<file path="config.mk">
export PLATFORM = sky130hd
export DESIGN_NAME = klm_cell
export DESIGN_NICKNAME = d
export VERILOG_FILES = /design/src/rtl/klm_cell.sv
export SDC_FILE = /design/constraint.sdc
export NUM_CORES = 1
export LEC_CHECK = 0
export ABC_CLOCK_PERIOD_IN_PS = 15200
export BUFFER_PORTS_ARGS = -buffer_cell sky130_fd_sc_hd__buf_2
export CAP_MARGIN = 5
export CORE_UTILIZATION = 30
export CTS_CLUSTER_DIAMETER = 80
export DETAILED_ROUTE_END_ITERATION = 12
export GPL_TIMING_DRIVEN = 0
export SLEW_MARGIN = 20
export SYNTH_ARGS = -nofsm -noshare
export SYNTH_HDL_FRONTEND = slang
export SYNTH_SLANG_ARGS = --single-unit
</file>
<file path="constraint.sdc">
create_clock -name i_clk -period 15.2 [get_ports i_clk]
set_input_delay 3.04 -clock i_clk [delete_from_list [all_inputs] [get_ports i_clk]]
set_output_delay 3.04 -clock i_clk [all_outputs]
set_load 0.02 [all_outputs]
</file>
<file path="src/rtl/klm_cell.sv">
`timescale 1ns / 1ps
// one cluster cell: holds its centroid, accumulates distance to the passing point,
// keeps the best-so-far in the chain, and accumulates member sums and count
module klm_cell #(
    parameter int unsigned MAX_DIMS   = 8,
    parameter int unsigned COORD_BITS = 16,
    parameter int unsigned CNT_W      = 11,
    parameter int unsigned IDX_W      = 3
) (
    input  logic                         i_clk,
    input  logic [IDX_W-1:0]             i_my_idx,
    input  logic                         i_active,
    // centroid write / read (dimension index)
    input  logic                         i_cen_we,
    input  logic [$clog2(MAX_DIMS+1)-1:0] i_cen_dim,
    input  logic signed [COORD_BITS-1:0] i_cen_wdata,
    output logic signed [COORD_BITS-1:0] o_cen_rdata,
    // distance phase: one coordinate per cycle, shared across cells
    input  logic                         i_dist_clr,
    input  logic                         i_dist_en,
    input  logic [$clog2(MAX_DIMS+1)-1:0] i_dist_dim,
    input  logic signed [COORD_BITS-1:0] i_pt_coord,
    // compare chain, handed from the previous cell
    input  logic                         i_cmp_en,
    input  logic [2*COORD_BITS+6:0]      i_best_d,
    input  logic [IDX_W-1:0]             i_best_idx,
    input  logic                         i_best_vld,
    output logic [2*COORD_BITS+6:0]      o_best_d,
    output logic [IDX_W-1:0]             o_best_idx,
    output logic                         o_best_vld,
    // accumulation
    input  logic                         i_acc_clr,
    input  logic                         i_acc_en,
    input  logic [IDX_W-1:0]             i_win_idx,
    input  logic [$clog2(MAX_DIMS+1)-1:0] i_acc_dim,
    input  logic                         i_cnt_en,
    output logic signed [COORD_BITS+CNT_W-1:0] o_sum,
    output logic [CNT_W-1:0]             o_cnt
);
    localparam int unsigned DIST_W = 2*COORD_BITS+7;
    localparam int unsigned SUM_W  = COORD_BITS+CNT_W;
    localparam int unsigned DI_W   = (MAX_DIMS > 1) ? $clog2(MAX_DIMS) : 1;

    logic signed [COORD_BITS-1:0] r_cen [MAX_DIMS];
    logic signed [SUM_W-1:0]      r_sum [MAX_DIMS];
    logic [CNT_W-1:0]             r_cnt;
    logic [DIST_W-1:0]            r_dist;
    logic signed [COORD_BITS:0]   diff;
    logic [2*COORD_BITS+1:0]      sq;
    logic [DI_W-1:0]              cdi, ddi, adi;
    logic                         better;

    assign cdi = i_cen_dim[DI_W-1:0];
    assign ddi = i_dist_dim[DI_W-1:0];
    assign adi = i_acc_dim[DI_W-1:0];
    assign o_cen_rdata = r_cen[cdi];
    assign diff = $signed({i_pt_coord[COORD_BITS-1], i_pt_coord})
                  - $signed({r_cen[ddi][COORD_BITS-1], r_cen[ddi]});
    assign sq = (2*COORD_BITS+2)'($signed(diff) * $signed(diff));
    assign better = i_active && (!i_best_vld || (r_dist < i_best_d));
    assign o_sum = r_sum[adi];
    assign o_cnt = r_cnt;

    // centroid storage
    always_ff @(posedge i_clk) begin
        if (i_cen_we) begin
            r_cen[cdi] <= i_cen_wdata;
        end
    end

    // distance accumulator
    always_ff @(posedge i_clk) begin
        if (i_dist_clr) begin
            r_dist <= '0;
        end else if (i_dist_en) begin
            r_dist <= r_dist + DIST_W'(sq);
        end
    end

    // compare stage, registered hand-off to the next cell
    always_ff @(posedge i_clk) begin
        if (i_cmp_en) begin
            o_best_vld <= i_best_vld || i_active;
            if (better) begin
                o_best_d   <= r_dist;
                o_best_idx <= i_my_idx;
            end else begin
                o_best_d   <= i_best_d;
                o_best_idx <= i_best_idx;
            end
        end
    end

    // member sums and count
    always_ff @(posedge i_clk) begin
        if (i_acc_clr) begin
            for (int j = 0; j < MAX_DIMS; j++) begin
                r_sum[j] <= '0;
            end
            r_cnt <= '0;
        end else if (i_win_idx == i_my_idx) begin
            if (i_acc_en) begin
                r_sum[adi] <= r_sum[adi] + SUM_W'(i_pt_coord);
            end
            if (i_cnt_en) begin
                r_cnt <= r_cnt + 1'b1;
            end
        end
    end
endmodule

</file>
Word-level counts from Yosys, hierarchy flattened
Memory sizes are Yosys's and may differ from the RTL's.
Cells that the tools add are included.
{"block": "word_totals", "reg_bits": 93, "mem_bits_rw": 344, "in_bits": 102, "output_inout_bits": 97, "word_cells": 33, "memories": 2}
{"block": "op_classes", "add_sub_neg": 4, "multipliers": 1, "n_lt_le_gt_ge": 1, "eq_ne": 1, "mux": 13, "n_reduce_logical": 6}
{"name": "r_sum", "words": 8, "word_bits": 27, "rd": 1, "rd_ports_with_merged_regs": 0, "write_ports": 8, "line_no": "45", "source": "logic signed [SUM_W-1:0] r_sum [MAX_DIMS];"}
{"name": "r_cen", "words": 8, "word_bits": 16, "rd": 2, "rd_ports_with_merged_regs": 0, "write_ports": 1, "line_no": "44", "source": "logic signed [COORD_BITS-1:0] r_cen [MAX_DIMS];"}
{"cell": "adder 39 x 34 -> 39 bit", "n": 1}
{"cell": "less-than comparator 39 bit", "n": 1}
{"cell": "2-to-1 mux 39 bit", "n": 1}
{"cell": "multiplier 17 x 17 -> 34 bit", "n": 1}
{"cell": "adder 27 x 16 -> 27 bit", "n": 1}
{"cell": "2-to-1 mux 27 bit", "n": 1}
{"cell": "OR reduction 27 bit", "n": 1}
{"cell": "subtractor 16 x 16 -> 17 bit", "n": 1}
{"cell": "adder 11 x 1 -> 11 bit, second input constant", "n": 1}
{"cell": "2-to-1 mux 1 bit", "n": 9}
{"cell": "2-to-1 mux 3 bit", "n": 2}
{"cell": "equality test 3 bit", "n": 1}
{"cell": "logical OR 1 bit", "n": 2}
{"cell": "AND reduction 2 bit", "n": 1}
{"cell": "logical AND 1 bit", "n": 1}
{"cell": "zero test 1 bit", "n": 1}

Longest topological paths before layout
{"block": "depth", "ltp_word": 6, "ltp_mapped": 49, "mapped_depth_nobuf": 47}

Least setup slack after synthesis
No wires, ideal clock.
{"block": "synth_path", "kind": "input-to-reg", "startpoint": "in i_dist_dim[0]", "endpoint": "reg r_dist[31]", "arrival_ps": 13174, "path_slack_ps": 1910, "stages": 42, "cell_sequence": "clkbuf_1 > buf_1 > mux4_2 > mux2i_1 > ha_1 > nor2b_1 > o21ai_1 > a21boi_1 > o211ai_1 > a21oi_1 > o31ai_2 > o21ai_0 > xor2_1 > inv_2 > nor2_1 > fa_1 > fa_1 > inv_1 > [... 6 more ...] > inv_1 > ha_1 > a311o_1 > a21oi_1 > nor2_1 > and2_1 > a21o_1 > a21oi_1 > xnor2_1 > ha_1 > a21o_1 > a221o_1 > o31a_2 > a21oi_1 > nand2_1 > a21oi_1 > mux2_2 > a31o_2"}
{"block": "synth_via", "elab_chain_len": 4}
{"item": "from (decl)", "line_no": "21", "source": "input logic [$clog2(MAX_DIMS+1)-1:0] i_dist_dim,"}
{"item": "memory (8 x 16 bit)"}
{"item": "subtractor 16 x 16 -> 17 bit", "line_no": "58", "source": "- $signed({r_cen[ddi][COORD_BITS-1], r_cen[ddi]});"}
{"item": "multiplier 17 x 17 -> 34 bit", "line_no": "59", "source": "assign sq = (2*COORD_BITS+2)'($signed(diff) * $signed(diff));"}
{"item": "adder 39 x 34 -> 39 bit", "line_no": "76", "source": "r_dist <= r_dist + DIST_W'(sq);"}
{"item": "to (signal assigned)", "line_no": "76"}
{"item": "to (decl)", "line_no": "47", "source": "logic [DIST_W-1:0] r_dist;"}
No other way between the ends.
A chain may end at the register's enable or synchronous reset.

Final worst setup path
{"block": "layout_path", "startpoint": "in i_dist_dim[0]", "endpoint": "reg r_dist[37]"}
The elaborated chain is that of the path after synthesis.

==> results.json <==
{
  "status": "complete, no violations",
  "dr.pass1.iters": 6,
  "rows": 119,
  "drt-wirelength-per-cell_um": 19.5,
  "cts_buffer_depth": 3,
  "endpoint_kind": "flip-flop",
  "cp.required_ns": 15.76,
  "cts_buffers": 51,
  "vias_per_cell": 4.94,
  "hold_violations": 0,
  "min_to": "o_cnt[5]",
  "grt_antenna_before_repair": 8,
  "multi_input_area_um2": 17800,
  "nets": 3686,
  "rsz0062_at_grt": "false",
  "port_buffers": 188,
  "rr_worst_depth": 42,
  "tightest_slew_ns": 1.11,
  "rrSetupSlack_ns": 3.50,
  "yosysUniqueCellTypes": 70,
  "stdcell_area_um2": 37000,
  "grt_pass1_wl_mm": 134,
  "slew_viol_final": 0,
  "cp_slowest_stage_delay_ns": 0.82,
  "cts_root_buf": "clkbuf_16",
  "syn-cell-area_um2": 32200,
  "crit_type": "input pin to flip-flop",
  "grt_max_degree": 44,
  "yosys.area_share.simple_pct": 9.90,
  "hp-class": "flip-flop to flip-flop",
  "clock_skew_ns": 0.0200,
  "synth_seq_cells": 437,
  "clock_latency_ns": 0.64,
  "die_h_um": 330,
  "place_hpwl_mm": 65.9,
  "path_clk_slew_ns": 0.06,
  "synth_compound_gate_area_share_pct": 9.23,
  "holdBufCountCts": 0,
  "finalCritPeriodShare_pct": 95.5,
  "fillers": 10526,
  "drc": 0,
  "worstHoldStart": "o_cnt[5]",
  "h-tree-depth": 2,
  "setup_tns_ns": 0,
  "die_area_um2": 109000,
  "register_area_um2": 12600,
  "r2r-start": "r_cen[7][0]",
  "finalNonFillerCells": 4545,
  "cap_violations": 0,
  "syn_area_per_cell_um2": 11.3,
  "core_um2": 106000,
  "max_freq_ghz": 0.0689,
  "grt_pass1_vias": 22576,
  "synthCells": 2851,
  "slew_headroom_pct": 25.7,
  "holdPathStages": 2,
  "syn_nets": 3427,
  "arrival_ns": 15.07,
  "r2r_end": "r_dist[37]",
  "synth_xor_area_share_pct": 3.24,
  "critPathLaunchType": "input pin",
  "synth_ff_type": "edfxtp_1",
  "ys_warn_count": 0,
  "io_pins": 199,
  "clock-sinks": 437,
  "routabilityCongestion": 0.883,
  "drt-total-wl_mm": 88.5,
  "initial_core_util_pct": 30.4,
  "die_w_um": 330,
  "cts_tree": "built",
  "critPathSlowestCell": "xor2_1",
  "area_growth_pct": 14.9,
  "grt_overflow": 0,
  "synth_adder_area_share_pct": 24.7,
  "drt-initial-drc-count": 1807,
  "layout-drive-gt1-share_pct": 15.3,
  "synth_edf_count": 387,
  "synth.area.mux_share_pct": 7.79,
  "synth.yosys.seq_area_share_pct": 39.2,
  "postCtsSetupRepairBufs": 0,
  "place_area_um2": 35300,
  "grt.total_usage_pct": 16.2,
  "post-route-min-period_ns": 14.51,
  "dp.cells": 4448,
  "async_flop_share_pct": 0,
  "vias": 22434,
  "ant_nets": 0,
  "path_max_fanout": 10,
  "synth_top_family_by_area": "adder cells",
  "setup_viol": 0
}
[cells in the mapped netlist (4+ instances only)]
cell type,number,share of area (%)
a31oi_1,8,0.16
mux2i_1,37,1.1
a21o_1,55,1.3
inv_1,397,4.6
o211ai_1,8,0.19
mux2_2,60,2.1
nor2_1,378,4.4
nand2b_1,24,0.47
ha_1,202,7.8
a211o_1,5,0.14
buf_1,9,0.10
clkbuf_1,83,0.97
a22oi_1,105,2.4
o21ai_0,45,0.70
xnor2_1,66,1.8
a21oi_2,4,0.11
a21oi_1,99,1.5
xnor2_2,5,0.25
nor2b_1,11,0.21
or3_1,16,0.31
or2_2,5,0.097
nor3_1,23,0.36
dfxtp_1,50,3.1
nand2_1,151,1.8
edfxtp_1,387,36
nand4_1,44,0.85
nand3_1,21,0.33
o21ai_1,8,0.12
and2_1,21,0.41
o31a_1,4,0.11
o22ai_1,4,0.078
o21a_1,16,0.37
o221ai_1,4,0.11
and3_1,14,0.27
inv_2,5,0.058
fa_1,272,17
o21bai_1,14,0.33
mux4_2,65,4.5
buf_2,8,0.12
a211oi_1,15,0.35
and3b_1,4,0.11
xor2_1,44,1.2
[cells in the final DEF (no fill, tap or decap), types with 45 or more instances in the layout]
cell	netlist	layout
inv_1	397	397
edfxtp_1	387	387
nor2_1	378	372
fa_1	272	272
ha_1	202	202
buf_2	8	196
nand2_1	151	151
a22oi_1	105	105
a21oi_1	99	99
clkbuf_1	83	88
mux4_2	65	65
xnor2_1	66	62
mux2_2	60	60
a21o_1	55	55
clkbuf_16	0	52
dfxtp_1	50	50
o21ai_0	45	45
[cell type report]
class	count	share of cell area, %
multi-input cells	1908	48.2
flip-flops and latches	437	34.1
well taps	1391	4.70
inverters	405	4.11
clock buffers	57	3.56
repair buffers	206	3.31
plain buffers	101	1.06
clock inverters	38	1.01
diodes	2	0.0135
[worst max path at each step]
stage,cells past startpoint,slack (ns),start,to
2_1_floorplan,42,1.91,i_dist_dim[0],r_dist[31]
3_3_place_gp,43,-0.40,i_dist_dim[0],r_dist[27]
3_5_place_dp,44,-0.43,i_dist_dim[0],r_dist[37]
4_1_cts,44,0.22,i_dist_dim[0],r_dist[35]
5_1_grt,42,0.11,i_dist_dim[0],r_dist[37]
6_report,42,0.69,i_dist_dim[0],r_dist[37]
[per-stage QoR]
step	hold slack, ns	setup slack, ns	utilization [%]
2_1_floorplan	0.471	1.91	-
3_3_place_gp	0.485	-0.403	33.0
3_5_place_dp	0.500	-0.428	33.4
4_1_cts	0.509	0.216	35.0
5_1_grt	0.541	0.106	35.0
6_report	0.508	0.690	35.0
[metal layers]
layer	track usage, %	wire length, µm	up-vias
met2	26.3	40700	822
li1	-	-	10431
met3	4.40	7670	169
met5	0	27	-
met4	4.83	2530	4
met1	21.0	37500	11008
[registers in the layout, summed over array words and instances, names as in the netlist]
name / flops
o_best_d: 39
o_best_vld: 1
o_cnt: 11
r_cen: 128
r_dist: 39
r_sum: 216
o_best_idx: 3
[timing repair]
action,in CTS,in global routing
hold endpoints to repair,0,0
resized for setup,0,2
setup endpoints to repair,0,3
[critical path, delay by kind of cell]
kind	cells	cell delay [ns]
AO/OA/AOI/OAI	16	3.28
AND/OR/NAND/NOR	5	0.98
XOR/XNOR	2	1.02
buffers and inverters	8	1.85
adder cells (fa/ha/maj)	9	3.98
multiplexers	2	0.88
[cells by family after synthesis]
logic type / count (synthesis)
muxes: 162
buffers and inverters: 506
adders and majority gates: 474
and+or+nand+nor: 725
xor gates and xnor gates: 115
DFF: 437
AOI/OAI and AO/OA: 432
Power is left out: the tool's default activity adds up to more than one toggle a clock period on the data nets, which glitch-free logic cannot reach.
