`config.mk`:
```
export PLATFORM = sky130hd
export DESIGN_NAME = klm_div
export DESIGN_NICKNAME = d
export VERILOG_FILES = /design/src/rtl/klm_div.sv
export SDC_FILE = /design/constraint.sdc
export NUM_CORES = 1
export LEC_CHECK = 0
export CORE_AREA = 3 3 78 88
export CTS_BUF_LIST = sky130_fd_sc_hd__clkbuf_4 sky130_fd_sc_hd__clkbuf_8
export DETAILED_ROUTE_END_ITERATION = 10
export DIE_AREA = 0 0 81 91
export DONT_BUFFER_PORTS = 1
export PLACE_DENSITY = 0.78
export SYNTH_ARGS = -nofsm -noshare
export SYNTH_HDL_FRONTEND = slang
export SYNTH_SLANG_ARGS = --single-unit
```
`constraint.sdc`:
```
create_clock -name i_clk -period 2.9 [get_ports i_clk]
set_input_delay 0.29 -clock i_clk [delete_from_list [all_inputs] [get_ports i_clk]]
set_output_delay 0.29 -clock i_clk [all_outputs]
set_load 0.02 [all_outputs]
```
`src/rtl/klm_div.sv`:
```
`timescale 1ns / 1ps
// restoring divider, one quotient bit per cycle, truncating signed result
module klm_div #(
    parameter int unsigned NUM_W = 27,
    parameter int unsigned DEN_W = 11
) (
    input  logic                    i_clk,
    input  logic                    i_rst_n,
    input  logic                    i_start,
    input  logic signed [NUM_W-1:0] i_num,
    input  logic [DEN_W-1:0]        i_den,
    output logic                    o_done,
    output logic signed [NUM_W-1:0] o_quo
);
    localparam int unsigned CW = $clog2(NUM_W+1);
    logic [NUM_W-1:0] r_q, n_q;
    logic [DEN_W:0]   r_rem, n_rem;
    logic [DEN_W-1:0] r_den;
    logic             r_neg, r_busy, r_done;
    logic [CW-1:0]    r_cnt;
    logic [DEN_W:0]   trial;

    assign trial = {r_rem[DEN_W-1:0], r_q[NUM_W-1]};
    always_comb begin
        n_q   = {r_q[NUM_W-2:0], 1'b0};
        n_rem = trial;
        if (trial >= {1'b0, r_den}) begin
            n_rem = trial - {1'b0, r_den};
            n_q[0] = 1'b1;
        end
    end

    // iteration control
    always_ff @(posedge i_clk) begin
        if (!i_rst_n) begin
            r_busy <= 1'b0;
            r_done <= 1'b0;
        end else begin
            r_done <= 1'b0;
            if (i_start) begin
                r_busy <= 1'b1;
                r_cnt  <= CW'(NUM_W);
                r_neg  <= i_num[NUM_W-1];
                r_q    <= i_num[NUM_W-1] ? NUM_W'(-i_num) : NUM_W'(i_num);
                r_rem  <= '0;
                r_den  <= i_den;
            end else if (r_busy) begin
                r_q   <= n_q;
                r_rem <= n_rem;
                r_cnt <= r_cnt - 1'b1;
                if (r_cnt == CW'(1)) begin
                    r_busy <= 1'b0;
                    r_done <= 1'b1;
                end
            end
        end
    end
    assign o_done = r_done;
    assign o_quo  = r_neg ? -$signed(r_q) : $signed(r_q);
endmodule

```
# Word-level counts from Yosys, hierarchy flattened
# Cells that the tools add are included.
# classes
magnitude_cmp,1
bitwise,2
n_eq_ne,1
mux,12
add_sub_neg,4
reduce_logical,4
# ops
op,count
2-to-1 mux 27 bit,4
negation 27 bit,2
2-to-1 mux 11 bit,2
greater-or-equal comparator 12 x 11 -> 1 bit,1
subtractor 11 bit,1
== test 5 x 1 -> 1 bit (second input constant),1
2-to-1 mux 1 bit,5
2-to-1 mux 5 bit,1
subtractor 5 x 1 -> 5 bit (second input constant),1
AND reduction 2 bit,2
OR reduction 3 bit,1
inverter 1 bit,2
nonzero test 2 bit,1
# word_totals
elab_cells,31
output_inout_bits,28
in_bits,41
reg_bits,57

# Logic depth before layout (Yosys ltp)
# Gate-level depths: netlist (run 1).
# logic_depth
word_depth,4
ltp_mapped,10
ltp_nobuf,9

# Worst setup path before layout (run 1)
# Ideal clock, no wire load.
# synth_path
path_type,reg2out
startpoint,register r_q[5]
endpoint,output port o_quo[16]
stages_incl_launch_ff,6
t_required_ns,2.610
path_buffers,0
setup_slack_ns,0.273
arrival_time_ns,2.337
cell_sequence,edfxtp_1 -> or4_1 -> or3_1 -> or4_1 -> o31ai_1 -> xnor2_1
# synth_via
elab_chain_len,2
# synth_rtl
element,line_no,text
start: declaration,16,"logic [NUM_W-1:0] r_q, n_q;"
start signal: assignment,44,r_q <= i_num[NUM_W-1] ? NUM_W'(-i_num) : NUM_W'(i_num);
start signal: assignment,48,r_q <= n_q;
negation 27 bit,59,assign o_quo = r_neg ? -$signed(r_q) : $signed(r_q);
2-to-1 mux 27 bit,59,
end: declaration,13,output logic signed [NUM_W-1:0] o_quo
# Every way passes these cells.

# Worst setup path in the final report (run 1)
# layout_path
startpoint,register r_q[6]
endpoint,output port o_quo[16]
# Same word-level chain as after synthesis.

==> flow_metrics.env, run 1 <==
export IMPL_n_antenna_cell=0
export IMPL_synth_fa_ha_area_share_pct=5.319
export IMPL_synth_top_area_cell="edfxtp_1"
export IMPL_rsz0062_at_grt="true"
export IMPL_synth_edf_count=55
export IMPL_coreArea_um2=6081
export IMPL_overflow=0
export IMPL_grt_pass1_wl_um=14120
export IMPL_setup_viol=2
export IMPL_status="complete, but fails checks"
export IMPL_async_flop_share_pct=0
export IMPL_syn_avg_cell_area_um2=9.836
export IMPL_synth_top_cell_area_share_pct=42.29
export IMPL_hold_path_class="input pin to flop"
export IMPL_violations="setup timing"
export IMPL_fmax_ghz=0.3418
export IMPL_p_leak_nw=1.692
export IMPL_clock_sinks=57
export IMPL_powerDensity_nw_per_um2=518.0
export IMPL_post_synth_xor_area_fraction_pct=12.78
export IMPL_postSynthCellCount=397
export IMPL_start_util_pct=64.22
export IMPL_routed_wl_um=8756
export IMPL_worst_setup_path_end_kind="output pin"
export IMPL_syn_to_final_growth_pct=13.36
export IMPL_vias=2990
export IMPL_ys_warn_count=0
export IMPL_finalPower_mw=2.293
export IMPL_clk_path_buf_depth=2
export IMPL_synth_seq_cells=57
export IMPL_viasPerCell=5.980
export IMPL_wl_per_cell_um=17.51
export IMPL_fin_crit_sh_pct=100.9
export IMPL_finalWorstSetupSlack_ns=-0.02555
export IMPL_antenna_found_initial=0
export IMPL_hold_violations=0
export IMPL_yosys_area_share_simple_pct=15.25
export IMPL_cts_clk_slew_worst_paths_ns=0.07
export IMPL_grt_usage_pct=24.89
export IMPL_cpPeakStageDelay_ns=0.57
export IMPL_row_count=30
export IMPL_mostFrequentLayoutCells="edfxtp_1, nor2_1, a21oi_1"
export IMPL_synthTopCellsByArea="edfxtp_1, xnor2_1, xor2_1, ha_1, a21oi_1"
export IMPL_firstDrtPassIters=4
export IMPL_syn_area_um2=3905
export IMPL_ir_worst_vdd_mv=0.2527
export IMPL_port_buffers=0
export IMPL_synth_top_family_by_area="compound AO/OA/AOI/OAI gates"
export IMPL_finClkSkew_ns=0.006443
export IMPL_worst_slew_pin_slew_ns=0.7943
export IMPL_dp_cells=476
export IMPL_grt_pass1_vias=2935
export IMPL_final_nets=472
export IMPL_nFillCells=459
export IMPL_dp_slack_ns=0.1241
export IMPL_die_width_um=81
export IMPL_root_buffer="clkbuf_8"
export IMPL_crit_family="simple AND/OR/NAND/NOR gates"
export IMPL_drv_slew=0
export IMPL_path_cells="or4_4 -> or3_4 -> or4_4 -> o31ai_2 -> xnor2_2"
export IMPL_maxCapViolCount=0
export IMPL_dp_hpwl_um=6193
export IMPL_hold_worst_slack_ns=0.04184
export IMPL_ant_nets=0
export IMPL_synth_seq_area_share_pct=43.32
export IMPL_drc=0
export IMPL_layout_commonest_cell="edfxtp_1"
export IMPL_die_height_um=91
export IMPL_die_area_um2=7371
export IMPL_finalCriticalPeriod_ns=2.926
export IMPL_synth_compound_area_share_pct=16.85
export IMPL_finalNonFillerCells=500
export IMPL_grt_max_degree=75
export IMPL_path_buf_inv=0
export IMPL_crit_top_cell="or4_4"
export IMPL_drive_above_1_share_pct=16.90
export IMPL_io_pins=69
export IMPL_numCtsBuffers=9
export IMPL_synthFlopType="edfxtp_1"
export IMPL_cts_hold_buffers=0
export IMPL_synth_mux_area_fraction_pct=2.115
export IMPL_crit_type="flop to output pin"
export IMPL_cts_tree="yes"
export IMPL_drtIter0Drc=158
export IMPL_slew_headroom_pct=47.05
export IMPL_synth_nets=454
export IMPL_cp_slowest_cell="or4_4"
export IMPL_required_ns=2.61
export IMPL_startpoint_type="flop"
export IMPL_fin_util_pct=72.80
export IMPL_cts_htree_levels=3
export IMPL_clock_latency_ns=0.34
export IMPL_gp_congestion=0.8354
export IMPL_path_max_fanout=3
export IMPL_arrival_ns=2.64
export IMPL_synth_cell_types=50
-- report_power, final --
part	internal, mW	total (mW)	leakage [nW]	switching, mW
clock network	0.319	0.636	0.0888	0.318
logic	0.259	0.612	1.07	0.352
registers	0.991	1.04	0.535	0.0536
total	1.57	2.29	1.69	0.724
-- worst reg2reg max path, delay by kind of cell, from the launching register on --
kind | cells | cell delay (ns)
and+or+nand+nor | 1 | 0.19
AOI/OAI and AO/OA | 5 | 0.93
adders and majority gates | 2 | 0.64
buffers and inverters | 2 | 0.30
DFF | 1 | 0.39
-- layout make-up --
type / instances / area (um2) / area share (%)
Sequential cell: 57 / 1692 / 38.21
Tap cell: 80 / 100.1 / 2.261
Multi-Input combinational cell: 298 / 2196 / 49.60
Inverter: 24 / 90.09 / 2.035
Clock buffer: 11 / 138.9 / 3.137
Clock inverter: 5 / 22.52 / 0.5088
Timing Repair Buffer: 25 / 187.7 / 4.240
-- layer usage --
layer  part of all wire [%]  wire [um]  vias up  GRT usage, %
li1                       -          -     1477             -
met1                     42       3648     1398         32.39
met2                     50       4409       98         39.11
met3                    5.5        479       17         5.952
met4                    2.5        218        0         10.99
met5                      0          0        -             0
-- Yosys cell counts, types with 5 or more instances --
cell and count:
or4_1 10, mux2i_1 6, inv_1 24, xnor2_1 29
nand2_1 23, nor3_1 8, xor2_1 28, edfxtp_1 55
clkbuf_1 14, a21oi_1 34, ha_1 15, nor2b_1 5
o31ai_1 12, o41ai_1 5, nand2b_1 8, nor2_1 45
o21ai_0 16, o21ai_1 6, o21a_1 5
-- through the flow --
| stage | TNS (ns) | instance area, um2 |
|---|---|---|
| after global routing | -0.4396 | 4427 |
| after global placement | 0 | 4054 |
| final | -0.05002 | 4427 |
| after CTS | -0.1448 | 4355 |
| after floorplan | 0 | 3905 |
| after detailed placement | 0 | 4054 |
-- flip-flops by register name (all words and copies together), names as in the netlist --
signal  cells
r_q        27
r_rem      11
r_busy      1
r_cnt       5
r_neg       1
o_done      1
r_den      11
-- timing repair --
item,4_1_cts,5_1_grt
setup buffers,3,5
pin swaps,3,3
endpoints found under the setup margin,9,9
resized for setup,21,7
-- path summary, 6_finish.rpt --
kind                  from   endpoint  slack, ns  cells after the start
setup / recovery    r_q[6]  o_quo[16]      -0.03                      5
hold / removal    i_den[1]   r_den[1]       0.04                      0
setup reg to reg   r_q[26]   r_rem[3]       0.29                     10
hold reg to reg     r_busy     o_done       0.54                      1
-- kinds of logic after synthesis --
family,Yosys count
AND/OR/NAND/NOR,118
AO/OA/AOI/OAI,99
XOR/XNOR,57
flip-flops,57
buffers and inverters,42
adder cells (fa/ha/maj),16
multiplexers,8
Note: power is estimated with default switching activity, not from simulation.
==> inputs of run 2 (changes only) <==
--- a/constraint.sdc
+++ b/constraint.sdc
@@ -3,2 +3,2 @@
 set_output_delay 0.29 -clock i_clk [all_outputs]
-set_load 0.02 [all_outputs]
+set_load 0.1 [all_outputs]
==> run 2 against run 1 <==
Net effect:
- the run still ends with setup timing left
- combinational power grew 83%
- clock skew fell by 0.0025 ns
- final cell count rose by 5.8%
- utilization up 10 points
- first-iteration DRC count increased by 44%
- largest cell class unchanged
- routed wire length rose by 13%
- hold slack better by 0.0057 ns
- clock power grew 6.9%
- count of clock-buffer cells in the layout down 2
- sequential share of layout area fell by 4.7 points
==> flow_metrics.env, run 2 (synthesis gave the netlist of run 1 again) <==
export IMPL_hold_violations=0
export IMPL_grt_pass1_vias=3181
export IMPL_crit_type="flop to output pin"
export IMPL_grt_pass1_wl_um=15410
export IMPL_start_util_pct=64.22
export IMPL_largest_reg_flops=27
export IMPL_largest_registers="r_q x27, r_den x11, r_rem x11"
export IMPL_required_ns=2.61
export IMPL_finalCriticalPeriod_ns=3.189
export IMPL_powerDensity_nw_per_um2=563.9
export IMPL_final_nets=502
export IMPL_status="complete, but fails checks"
export IMPL_drtIter0Drc=228
export IMPL_reg2reg_from="r_q[26]"
export IMPL_top_register="r_q"
export IMPL_p_clk_share_pct=23.9
export IMPL_numCtsBuffers=9
export IMPL_worst_slew_pin_slew_ns=1.053
export IMPL_switching_share_pct=37.62
export IMPL_setup_viol=9
export IMPL_dp_cells=504
export IMPL_coreArea_um2=6081
export IMPL_dp_hpwl_um=6343
export IMPL_firstDrtPassIters=5
export IMPL_finalPower_mw=2.845
export IMPL_row_count=30
export IMPL_grt_usage_pct=27.18
export IMPL_cts_hold_buffers=0
export IMPL_arrival_ns=2.90
export IMPL_p_int_mw=1.775
export IMPL_wl_per_cell_um=18.75
export IMPL_nFillCells=347
export IMPL_finalWorstSetupSlack_ns=-0.2895
export IMPL_overflow=0
export IMPL_dpl_cell_area_um2=4654
export IMPL_vias=3249
export IMPL_hold_worst_slack_ns=0.04756
export IMPL_maxCapViolCount=0
export IMPL_clock_sinks=57
export IMPL_p_seq_share_pct=36.8
export IMPL_routed_wl_um=9919
export IMPL_die_width_um=81
export IMPL_die_area_um2=7371
export IMPL_rsz0062_at_grt="true"
export IMPL_cts_tree="yes"
export IMPL_n_antenna_cell=0
export IMPL_multiInputGateArea_um2=2381
export IMPL_slew_headroom_pct=29.83
export IMPL_r2r_setup_slack_ns=0.17
export IMPL_ant_nets=0
export IMPL_p_leak_nw=1.985
export IMPL_drive_above_1_share_pct=27.17
export IMPL_ir_worst_vdd_mv=0.4546
export IMPL_cts_htree_levels=3
export IMPL_min_from="i_den[9]"
export IMPL_drv_slew=0
export IMPL_port_buffers=0
export IMPL_fin_crit_sh_pct=110.0
export IMPL_io_pins=69
export IMPL_holdPathStages=0
export IMPL_netSwitchingPower_mw=1.070
export IMPL_crit_reg2reg_capture="r_rem[3]"
export IMPL_clk_path_buf_depth=2
export IMPL_antenna_found_initial=0
export IMPL_fin_util_pct=82.96
export IMPL_finClkSkew_ns=0.003903
export IMPL_final_area_um2=5045
export IMPL_finalNonFillerCells=529
export IMPL_cts_clk_slew_worst_paths_ns=0.06
export IMPL_hold_path_end="r_den[9]"
export IMPL_r2r_cells=10
export IMPL_clock_latency_ns=0.34
export IMPL_startpoint_type="flop"
export IMPL_ff_latch_area_um2=1692
export IMPL_pwr_share_comb_pct=39.3
export IMPL_drc=0
export IMPL_violations="setup timing"
export IMPL_layout_commonest_cell="edfxtp_1"
export IMPL_grt_max_degree=75
export IMPL_syn_to_final_growth_pct=29.19
export IMPL_path_max_fanout=4
export IMPL_fmax_ghz=0.3135
export IMPL_mostFrequentLayoutCells="edfxtp_1, nor2_1, buf_4"
export IMPL_hold_path_class="input pin to flop"
export IMPL_root_buffer="clkbuf_8"
export IMPL_die_height_um=91
export IMPL_viasPerCell=6.142
export IMPL_worst_setup_path_end_kind="output pin"
export IMPL_gp_congestion=0.8992
## run 2: cell count changes in the layout (fill, tap and decap cells not counted), sizes merged
cell    change
buf        +30
clkbuf      -2
bufinv      +1
## run 2: how the worst max path moves through the flow
stage	end	slack [ns]	depth (start not counted)	startpoint
6_report	o_quo[14]	-0.29	6	r_q[6]
5_1_grt	o_quo[24]	-0.36	8	r_q[6]
4_1_cts	o_quo[14]	-0.20	6	r_q[6]
3_5_place_dp	o_quo[16]	0.03	6	r_q[6]
3_3_place_gp	o_quo[16]	0.08	6	r_q[6]
2_1_floorplan	o_quo[25]	-0.19	6	r_q[9]
## run 2: metal layers
layer	routed length (um)	vias up	global-route usage, %
met2	5297	133	46.03
met5	0	-	0
li1	-	1535	-
met1	3703	1547	32.19
met4	395	0	13.38
met3	522	34	5.556
## run 2: area by class of cell
| class | instances | share of cell area [%] |
|---|---|---|
| timing repair buffer | 55 | 12.05 |
| tap | 80 | 1.984 |
| clock inverter | 6 | 0.9921 |
| clock buffer | 9 | 2.455 |
| sequential | 57 | 33.53 |
| inverter | 24 | 1.786 |
| multi-input combinational | 298 | 47.20 |
## run 2: timing repair
item	in CTS	in global routing
hold endpoints to repair	0	0
pin swaps	1	2
resized for setup	21	10
endpoints found under the setup margin	8	18
setup buffers	5	5
## run 2: worst max-delay path: stages, from the launching register on
cell      delay, ns
edfxtp_1       0.39
or4_4          0.59
or3_4          0.39
or4_4          0.49
o41ai_4        0.30
xnor2_2        0.19
buf_12         0.21
## run 2: power by group through the flow
| stage | clock, mW | combinational [mW] | sequential, mW |
|---|---|---|---|
| floorplan | 0 | 0.790 | 1.05 |
| global placement | 0 | 1.05 | 1.05 |
| detailed placement | 0 | 1.08 | 1.06 |
| CTS | 0.692 | 1.09 | 1.04 |
| global route | 0.731 | 1.19 | 1.05 |
| finish | 0.680 | 1.12 | 1.05 |
## run 2: metrics by stage
| step | setup slack (ns) | TNS [ns] |
|---|---|---|
| detailed placement | 0.02573 | 0 |
| global placement | 0.07533 | 0 |
| CTS | -0.1975 | -0.6236 |
| global route | -0.3614 | -2.045 |
| floorplan | -0.1859 | -0.2414 |
| finish | -0.2895 | -1.428 |
